--- src/bffa_pkg.sv ---
// Shared types and constants for the bitmap first-fit allocator.
// Used by every module of the block but bffa_ram; has no dependencies of its own.
package bffa_pkg;

    localparam int IDX_W            = 12;
    localparam int CNT_W            = 13;
    localparam int FUNC_W           = 2;
    localparam int WORD_W           = 64;
    localparam int WORD_SHIFT       = 6;
    localparam int COUNT_MAX        = 8191;
    localparam int INODE_SCAN_START = 1;
    localparam int ADDR_W           = 4;
    localparam int DATA_W           = 32;

    localparam logic [FUNC_W-1:0] FUNC_ALLOC = 2'd0;
    localparam logic [FUNC_W-1:0] FUNC_FREE  = 2'd1;
    localparam logic [FUNC_W-1:0] FUNC_READ  = 2'd2;
    localparam logic [FUNC_W-1:0] FUNC_WRITE = 2'd3;

    localparam logic POOL_INODE = 1'b0;
    localparam logic POOL_DATA  = 1'b1;

    localparam logic [1:0] REG_DATA_FIRST  = 2'd0;
    localparam logic [1:0] REG_INODE_START = 2'd1;
    localparam logic [1:0] REG_DATA_START  = 2'd2;

    // Commands from the controller to the datapath.
    typedef struct packed {
        logic capture;
        logic read;
        logic eval;
        logic out_load;
        logic clear;
    } cmd_t;

    // Status from the datapath to the controller.
    typedef struct packed {
        logic skip;
        logic is_alloc;
        logic hit;
        logic last_word;
        logic clear_last;
    } sts_t;

    // Free counter load requests from the register file.
    typedef struct packed {
        logic             inode_load;
        logic             data_load;
        logic [CNT_W-1:0] value;
    } cnt_load_t;

endpackage

--- src/bffa_ctrl.sv ---
// Controller state machine of the allocator: sequences clear, read, scan and
// result hand-off. Depends on bffa_pkg for the command and status structs.
module bffa_ctrl (
    input  logic             aclk,
    input  logic             aresetn,
    input  logic             s_valid,
    output logic             s_ready,
    output logic             m_valid,
    input  logic             m_ready,
    output bffa_pkg::cmd_t   cmd,
    input  bffa_pkg::sts_t   sts
);

    localparam logic [2:0] ST_CLEAR = 3'd0;
    localparam logic [2:0] ST_IDLE  = 3'd1;
    localparam logic [2:0] ST_READ  = 3'd2;
    localparam logic [2:0] ST_EVAL  = 3'd3;
    localparam logic [2:0] ST_DONE  = 3'd4;

    logic [2:0] state_reg;
    logic [2:0] state_next;
    logic       m_valid_reg;
    logic       m_valid_next;

    always_comb begin
        state_next   = state_reg;
        cmd          = '0;
        m_valid_next = m_valid_reg && !m_ready;
        unique case (state_reg)
            ST_CLEAR: begin
                cmd.clear = 1'b1;
                if (sts.clear_last) begin
                    state_next = ST_IDLE;
                end
            end
            ST_IDLE: begin
                if (s_valid) begin
                    cmd.capture = 1'b1;
                    state_next  = ST_READ;
                end
            end
            ST_READ: begin
                cmd.read   = 1'b1;
                state_next = sts.skip ? ST_DONE : ST_EVAL;
            end
            ST_EVAL: begin
                cmd.eval = 1'b1;
                // A scan keeps walking words until a clear bit or the last word.
                if (!sts.is_alloc || sts.hit || sts.last_word) begin
                    state_next = ST_DONE;
                end
            end
            ST_DONE: begin
                if (!m_valid_reg || m_ready) begin
                    cmd.out_load = 1'b1;
                    m_valid_next = 1'b1;
                    state_next   = ST_IDLE;
                end
            end
            default: state_next = ST_CLEAR;
        endcase
    end

    always_ff @(posedge aclk) begin
        if (!aresetn) begin
            state_reg   <= ST_CLEAR;
            m_valid_reg <= 1'b0;
        end else begin
            state_reg   <= state_next;
            m_valid_reg <= m_valid_next;
        end
    end

    assign s_ready = (state_reg == ST_IDLE);
    assign m_valid = m_valid_reg;

endmodule

--- config.mk ---
export PLATFORM = sky130hd
export DESIGN_NAME = bffa_ctrl
export DESIGN_NICKNAME = d
export VERILOG_FILES = /design/src/bffa_pkg.sv /design/src/bffa_ctrl.sv
export SDC_FILE = /design/constraint.sdc
export NUM_CORES = 1
export LEC_CHECK = 0
export ABC_AREA = 1
export BUFFER_PORTS_ARGS = -buffer_cell sky130_fd_sc_hd__buf_2
export CORE_AREA = 2 2 39 41
export DETAILED_ROUTE_END_ITERATION = 7
export DIE_AREA = 0 0 41 43
export PLACE_DENSITY = 0.43
export SETUP_SLACK_MARGIN = 0.3
export SYNTH_ARGS = -nofsm -noshare
export SYNTH_HDL_FRONTEND = slang
export SYNTH_SLANG_ARGS = --single-unit
export TNS_END_PERCENT = 5
--- constraint.sdc ---
create_clock -name aclk -period 1.63 [get_ports aclk]
set_clock_uncertainty 0.1 [all_clocks]
set_input_delay 0.2445 -clock aclk [delete_from_list [all_inputs] [get_ports aclk]]
set_output_delay 0.2445 -clock aclk [all_outputs]
set_load 0.1 [all_outputs]
==> results.sh <==
export IMPL_timing_fmax_mhz=669
export IMPL_worstPathArrival_ns=1.15
export IMPL_gp_congestion=0.768
export IMPL_worstPathCellList="nor2_2 -> nand2_2 -> nor2_4 -> buf_12"
export IMPL_hpwl_um=629
export IMPL_synthMuxAreaShare_pct=0
export IMPL_timing_max_cap_violations=0
export IMPL_grt_ovfl_total=0
export IMPL_period_needed_ns=1.50
export IMPL_clk_path_buf_depth=2
export IMPL_die_w_um=41
export IMPL_setup_viol=0
export IMPL_drt_wirelength_per_cell_um=8.80
export IMPL_grt_pass1_vias=366
export IMPL_max_slew_margin_pct=68.1
export IMPL_die_height_um=43
export IMPL_grt_use_total_pct=11.5
export IMPL_worstHoldPathType="in -> reg"
export IMPL_pre_cts_slack_ns=0.215
export IMPL_synth_compound_area_share_pct=3.98
export IMPL_drt_wl_total_um=774
export IMPL_start_util_pct=22.7
export IMPL_core_um2=1380
export IMPL_cts_tree="done"
export IMPL_rsz0062_at_grt="yes"
export IMPL_status="finished clean"
export IMPL_first_pass_iters=3
export IMPL_postCtsHoldBufs=0
export IMPL_synth_top_cell_area_share_pct=25.5
export IMPL_synth_async_reset_ratio_pct=0
export IMPL_clock_sinks=4
export IMPL_synth_xor_area_share_pct=0
export IMPL_synth_seq_cells=4
export IMPL_synth_top_cells_by_count="nor2_1 (15), nand2_1 (7), nand3_1 (7)"
export IMPL_finish_net_count=83
export IMPL_max_stage_delay_ns=0.37
export IMPL_detail_route_antenna_nets=0
export IMPL_synth_seq_area_share_pct=25.5
export IMPL_hold_viol_final=0
export IMPL_drv_slew=0
export IMPL_insertedDiodeCount=0
export IMPL_synth_area_leaders="dfxtp_1 (25%), nor2_1 (18%), nand3_1 (11%)"
export IMPL_holdWs_ns=0.165
export IMPL_area_growth_syn_to_layout_pct=84.5
export IMPL_cts_root_buf="clkbuf_4"
export IMPL_ys_flop_type="dfxtp_1"
export IMPL_worst_setup_path_start_kind="flip-flop"
export IMPL_drtIter0Drc=7
export IMPL_synth_cells=53
export IMPL_largest_reg_flops=3
export IMPL_slowest_stage="dfxtp_2"
export IMPL_ios=16
export IMPL_finalNonFillerCells=88
export IMPL_layout_setup_ws_ns=0.134
export IMPL_synth_edff_count=0
export IMPL_drive_above_1_share_pct=51.4
export IMPL_crit_path_max_fanout=8
export IMPL_synth_simple_area_share_pct=58.6
export IMPL_fin_crit_sh_pct=91.8
export IMPL_dp_cells=84
export IMPL_drc=0
export IMPL_path_clk_slew_ns=0.04
export IMPL_synth_area_um2=314
export IMPL_yosys_cell_types_count=16
export IMPL_vias=397
export IMPL_fin_tns_setup_ns=0
export IMPL_antenna_found_initial=0
export IMPL_htree_levels=1
export IMPL_tightest_slew_ns=0.482
export IMPL_die_area_um2=1760
export IMPL_synth_most_common_cell="nor2_1"
export IMPL_rows=14
export IMPL_ys_warn_count=0
export IMPL_end_kind="primary output"
export IMPL_synth_fp_nets=62
export IMPL_cts_buffers=3
export IMPL_grt_max_degree=9
export IMPL_clock_latency_ns=0.23
export IMPL_nFillCells=141
export IMPL_cp_required_ns=1.29
export IMPL_viasPerCell=4.51
export IMPL_grt_pass1_wl_um=1380
export IMPL_synth_top_area_cell="dfxtp_1"
export IMPL_synth_top_family_by_area="simple AND/OR/NAND/NOR gates"
export IMPL_syn_avg_cell_area_um2=5.93
export IMPL_synthAdderAreaFrac_pct=0
export IMPL_path_class="reg -> out"
export IMPL_numPortBuffers=15
[routing by layer]
layer / vias up / part of all wire (%) / track usage (%)
met4: 0 / 0 / 6.00
met3: 0 / 7.9 / 3.14
met2: 13 / 48 / 16.9
met1: 174 / 45 / 14.5
li1: 210 / - / -
met5: - / 0 / 0
[cell usage in the layout, fill, tap and decap left out]
cell type and n:
nor2_4 1, nand3_1 7, nor2_2 5, dfxtp_2 1, nand3b_1 1, nor4_4 1
o21ai_1 1, buf_12 6, inv_1 4, buf_2 9, nand2_2 2, buf_4 2
or2_1 1, dfxtp_1 1, nor2_1 13, a21boi_0 1, inv_2 3, nor3_4 2
dfxtp_4 2, nand2_1 6, clkbuf_4 3
[per-stage QoR]
stage / area [um^2] / util, %
global placement: 541 / 39.1
finish: 579 / 41.9
CTS: 579 / 41.9
floorplan: 359 / -
global route: 579 / 41.9
detailed placement: 541 / 39.1
[logic make-up (layout without fill, tap and decap cells)]
kind of cell | Yosys count | after routing
AO/OA/AOI/OAI | 2 | 2
flip-flops | 4 | 4
AND/OR/NAND/NOR | 39 | 39
buffers and inverters | 8 | 27
[area by class of cell]
class,instances,area [um^2],area share [%]
multi-input combinational,41,241,41.7
timing repair buffer,17,180,31.1
sequential,4,88.8,15.3
inverter,7,26.3,4.54
clock buffer,3,22.5,3.89
tap,16,20.0,3.46
[final timing paths]
path / cells past startpoint / slack [ns] / start / to
worst max-delay path: 4 / 0.13 / state_reg[1] / cmd[1]
worst min-delay path: 3 / 0.17 / aresetn / state_reg[2]
worst max register to register: 7 / 0.34 / state_reg[1] / state_reg[2]
worst min register to register: 2 / 0.45 / m_valid / m_valid
[repair_timing]
item	4_1_cts	5_1_grt
buffers inserted	1	0
setup endpoints to repair	10	10
gates resized for setup	4	0
pin swaps	1	0
[critical path, delay by kind of cell (launching register included)]
kind	cells	cell delay, ns
flops	1	0.37
simple gates	3	0.37
buf+inv	1	0.18
Power is not shown: default switching activity piles up to over one toggle a cycle in this logic, so the estimate is an artifact.
