`config.mk`:
```
export PLATFORM = sky130hd
export DESIGN_NAME = bffa_regs
export DESIGN_NICKNAME = d
export VERILOG_FILES = /design/src/bffa_pkg.sv /design/src/bffa_regs.sv
export SDC_FILE = /design/constraint.sdc
export NUM_CORES = 1
export LEC_CHECK = 0
export BUFFER_PORTS_ARGS = -buffer_cell sky130_fd_sc_hd__buf_2
export CORE_MARGIN = 1.5
export CORE_UTILIZATION = 50
export CTS_BUF_LIST = sky130_fd_sc_hd__clkbuf_4
export CTS_CLUSTER_DIAMETER = 150
export DETAILED_ROUTE_END_ITERATION = 6
export PLACE_DENSITY = 0.91
export SYNTH_ARGS = -nofsm -noshare
export SYNTH_HDL_FRONTEND = slang
export SYNTH_SLANG_ARGS = --single-unit
```
`constraint.sdc`:
```
create_clock -name aclk -period 1.95 [get_ports aclk]
set_clock_uncertainty 0.2 [all_clocks]
set_input_delay 0.0975 -clock aclk [delete_from_list [all_inputs] [get_ports aclk]]
set_output_delay 0.0975 -clock aclk [all_outputs]
set_load 0.03 [all_outputs]
```
`src/bffa_pkg.sv`:
```
// Shared types and constants for the bitmap first-fit allocator.
// Used by every module of the block but bffa_ram; has no dependencies of its own.
package bffa_pkg;

    localparam int IDX_W            = 12;
    localparam int CNT_W            = 13;
    localparam int FUNC_W           = 2;
    localparam int WORD_W           = 64;
    localparam int WORD_SHIFT       = 6;
    localparam int COUNT_MAX        = 8191;
    localparam int INODE_SCAN_START = 1;
    localparam int ADDR_W           = 4;
    localparam int DATA_W           = 32;

    localparam logic [FUNC_W-1:0] FUNC_ALLOC = 2'd0;
    localparam logic [FUNC_W-1:0] FUNC_FREE  = 2'd1;
    localparam logic [FUNC_W-1:0] FUNC_READ  = 2'd2;
    localparam logic [FUNC_W-1:0] FUNC_WRITE = 2'd3;

    localparam logic POOL_INODE = 1'b0;
    localparam logic POOL_DATA  = 1'b1;

    localparam logic [1:0] REG_DATA_FIRST  = 2'd0;
    localparam logic [1:0] REG_INODE_START = 2'd1;
    localparam logic [1:0] REG_DATA_START  = 2'd2;

    // Commands from the controller to the datapath.
    typedef struct packed {
        logic capture;
        logic read;
        logic eval;
        logic out_load;
        logic clear;
    } cmd_t;

    // Status from the datapath to the controller.
    typedef struct packed {
        logic skip;
        logic is_alloc;
        logic hit;
        logic last_word;
        logic clear_last;
    } sts_t;

    // Free counter load requests from the register file.
    typedef struct packed {
        logic             inode_load;
        logic             data_load;
        logic [CNT_W-1:0] value;
    } cnt_load_t;

endpackage

```
`src/bffa_regs.sv`:
```
// APB-style configuration registers of the allocator.
// Depends on bffa_pkg for register codes and the counter load struct.
module bffa_regs (
    input  logic                           aclk,
    input  logic                           aresetn,
    input  logic                           psel,
    input  logic                           penable,
    input  logic                           pwrite,
    input  logic [bffa_pkg::ADDR_W-1:0]    paddr,
    input  logic [bffa_pkg::DATA_W-1:0]    pwdata,
    output logic [bffa_pkg::DATA_W-1:0]    prdata,
    output logic [bffa_pkg::IDX_W-1:0]     data_first_block,
    output bffa_pkg::cnt_load_t            cnt_load
);

    logic [bffa_pkg::IDX_W-1:0] data_first_reg;
    logic [bffa_pkg::CNT_W-1:0] inode_start_reg;
    logic [bffa_pkg::CNT_W-1:0] data_start_reg;
    logic [1:0]                 reg_idx;
    logic                       wr_en;

    assign reg_idx = paddr[bffa_pkg::ADDR_W-1:2];
    assign wr_en   = psel && penable && pwrite;

    always_ff @(posedge aclk) begin
        if (!aresetn) begin
            data_first_reg  <= '0;
            inode_start_reg <= '0;
            data_start_reg  <= '0;
        end else if (wr_en) begin
            unique case (reg_idx)
                bffa_pkg::REG_DATA_FIRST:  data_first_reg  <= pwdata[bffa_pkg::IDX_W-1:0];
                bffa_pkg::REG_INODE_START: inode_start_reg <= pwdata[bffa_pkg::CNT_W-1:0];
                bffa_pkg::REG_DATA_START:  data_start_reg  <= pwdata[bffa_pkg::CNT_W-1:0];
                default: ;
            endcase
        end
    end

    always_comb begin
        cnt_load.inode_load = wr_en && (reg_idx == bffa_pkg::REG_INODE_START);
        cnt_load.data_load  = wr_en && (reg_idx == bffa_pkg::REG_DATA_START);
        cnt_load.value      = pwdata[bffa_pkg::CNT_W-1:0];
    end

    always_comb begin
        unique case (reg_idx)
            bffa_pkg::REG_DATA_FIRST:  prdata = bffa_pkg::DATA_W'(data_first_reg);
            bffa_pkg::REG_INODE_START: prdata = bffa_pkg::DATA_W'(inode_start_reg);
            bffa_pkg::REG_DATA_START:  prdata = bffa_pkg::DATA_W'(data_start_reg);
            default:                   prdata = '0;
        endcase
    end

    assign data_first_block = data_first_reg;

endmodule

```
==> flow_metrics.env <==
export IMPL_synth_area_per_cell_um2=8.95
export IMPL_whs_path_depth=3
export IMPL_p_leak_nw=1.11
export IMPL_fin_setup_tns_ns=0
export IMPL_initial_utilization=0.525
export IMPL_maxSlewHeadroom=0.479
export IMPL_clockBufferDepth=2
export IMPL_cts_made_buffers=5
export IMPL_cp_slowest_cell="nor2b_1"
export IMPL_grt_pass1_vias=1445
export IMPL_drt_iter0_markers=37
export IMPL_r2r_cells=2
export IMPL_routed_wirelength_mm=3.98
export IMPL_timing_reg2reg_setup_slack_ns=1.09
export IMPL_drc_errors=0
export IMPL_rsz0062_at_grt="false"
export IMPL_hold_end="data_start_reg[0]"
export IMPL_grt_overflow_total=0
export IMPL_design_core_area_mm2=0.00372
export IMPL_worstReg2RegStart="data_first_block[3]"
export IMPL_syn_instance_count=218
export IMPL_grt_max_degree=29
export IMPL_cp_arrival_ns=1.29
export IMPL_drive_gt1_frac=0.276
export IMPL_cts_hold_buf=13
export IMPL_antennaDiodeCount=0
export IMPL_clockRootBuffer="clkbuf_4"
export IMPL_place_ws_ns=0.303
export IMPL_place_congestion=0.739
export IMPL_htreeDepth=2
export IMPL_final_common_cell="nand2_1"
export IMPL_power_density_mw_per_mm2=626
export IMPL_insertion_delay_ns=0.34
export IMPL_via_per_inst=4.79
export IMPL_synth_cell_types=14
export IMPL_start_kind="input pin"
export IMPL_fin_area_mm2=0.00230
export IMPL_critical_path_class="in -> out"
export IMPL_setup_viol=0
export IMPL_synth_top_area_cell="dfxtp_1"
export IMPL_critPathRequiredTime_ns=1.65
export IMPL_synth_seq_area_share=0.390
export IMPL_antenna_left=0
export IMPL_grt_pass1_wl_mm=6.41
export IMPL_wl_per_cell_um=12.3
export IMPL_hold_viol=0
export IMPL_final_setup_worst_slack_ns=0.366
export IMPL_vdd_drop_max_mv=0.410
export IMPL_place_hpwl_mm=2.79
export IMPL_io_buffers=59
export IMPL_cts_tree="built"
export IMPL_cts_setup_buffers=0
export IMPL_hold_path_class="in -> reg"
export IMPL_worstMarginPinSlew_ns=0.781
export IMPL_reg2reg_to="data_first_block[3]"
export IMPL_ios=100
export IMPL_crit_top_cell="buf_2"
export IMPL_ys_ff_latch=38
export IMPL_critPathMaxStageDelay_ns=0.34
export IMPL_max_cap_viol_count=0
export IMPL_syn_cell_area_mm2=0.00195
export IMPL_cts_resized_gates=0
export IMPL_synth_area_leaders="dfxtp_1, mux2i_1, buf_4, nand2_1, o21ai_0"
export IMPL_synth_top_area_share=0.390
export IMPL_nNetsFinal=316
export IMPL_track_usage=0.196
export IMPL_syn2layout_area_growth_pct=17.8
export IMPL_grt_antenna_before_repair=0
export IMPL_worstPathCellList="buf_2 -> nor2b_1 -> buf_4 -> nand2_1 -> o21ai_0 -> buf_2"
export IMPL_finalCriticalPeriod_ns=1.58
export IMPL_placed_area_mm2=0.00211
export IMPL_yosysWarnings=0
export IMPL_fp_row_count=22
export IMPL_die_area_mm2=0.00429
export IMPL_clk_transition_reported_paths_ns=0.11
export IMPL_status="completed"
export IMPL_cp_end_kind="primary output"
export IMPL_path_depth=6
export IMPL_die_h_um=65.5
export IMPL_timing_fmax_mhz=631
export IMPL_critPathMaxFanout=16
export IMPL_first_pass_iters=4
export IMPL_final_period_utilization=0.812
export IMPL_num_vias=1546
export IMPL_clock_sinks=38
export IMPL_critPathTopFamily="buffers and inverters"
export IMPL_die_w_um=65.5
export IMPL_report_power_total_w=0.00144
export IMPL_final_cell_mix="nand2_1, buf_2, mux2i_1, dfxtp_1, conb_1"
export IMPL_report_final_slew_viol_count=0
export IMPL_hp_start="aresetn"
export IMPL_cp_buffers_inverters=3
==> cells in the mapped netlist <==
cell / count
nand3_2: 1
or3_1: 1
nor3b_4: 1
buf_2: 3
dfxtp_1: 38
buf_6: 3
buf_4: 33
clkbuf_1: 8
o21ai_0: 12
nand2_1: 63
nor2b_1: 3
conb_1: 1
mux2i_1: 50
a22o_1: 1
==> power by group <==
| group | switching, W | internal (W) | leakage, nW | total, W |
|---|---|---|---|---|
| Sequential | 0.00000555 | 0.000786 | 0.307 | 0.000791 |
| Combinational | 0.000168 | 0.0000765 | 0.766 | 0.000245 |
| Clock | 0.000238 | 0.000164 | 0.0322 | 0.000402 |
| Total | 0.000412 | 0.00103 | 1.11 | 0.00144 |
==> per-stage QoR <==
stage / cells / utilization / hold slack (ns)
6_report: 323 / 0.618 / 0.0134
3_3_place_gp: 303 / 0.569 / 0.197
4_1_cts: 323 / 0.618 / 0.00140
5_1_grt: 323 / 0.618 / 0.0288
2_1_floorplan: 236 / - / 0.0620
3_5_place_dp: 303 / 0.569 / 0.214
==> logic make-up after synthesis <==
kind of cell | after synthesis | share of synthesized area
AND/OR/NAND/NOR | 69 | 0.149
multiplexers | 50 | 0.257
buffers and inverters | 47 | 0.167
other | 1 | 0.00192
AO/OA/AOI/OAI | 13 | 0.0353
flip-flops | 38 | 0.390
==> per-layer routing <==
| layer | track usage | routed length [um] | vias up |
|---|---|---|---|
| met1 | 0.226 | 1700 | 721 |
| li1 | - | - | 778 |
| met2 | 0.347 | 2040 | 43 |
| met3 | 0.0548 | 192 | 4 |
| met5 | 0 | 0 | - |
| met4 | 0.0703 | 44 | 0 |
==> worst max-delay path by stage <==
stage | startpoint | to | slack, ns
finish | paddr[3] | prdata[3] | 0.37
global route | paddr[3] | prdata[9] | 0.28
CTS | paddr[2] | cnt_load[14] | 0.37
detailed placement | paddr[2] | data_first_block[3] | 0.30
global placement | paddr[2] | data_first_block[7] | 0.34
floorplan | data_first_block[0] | prdata[0] | 0.35
==> layout make-up <==
type / instances / area, um^2
Tap cell: 48 / 60.1
Sequential cell: 38 / 761
Fill cell: 352 / 1420
Clock buffer: 7 / 52.6
Timing Repair Buffer: 79 / 490
Multi-Input combinational cell: 151 / 933
==> worst reg2reg max path, stage by stage, from the launching register on <==
cell and delay, ns:
dfxtp_1 0.39, nand2_1 0.07, mux2i_1 0.13
No activity file was read; power rests on OpenSTA's default activity.
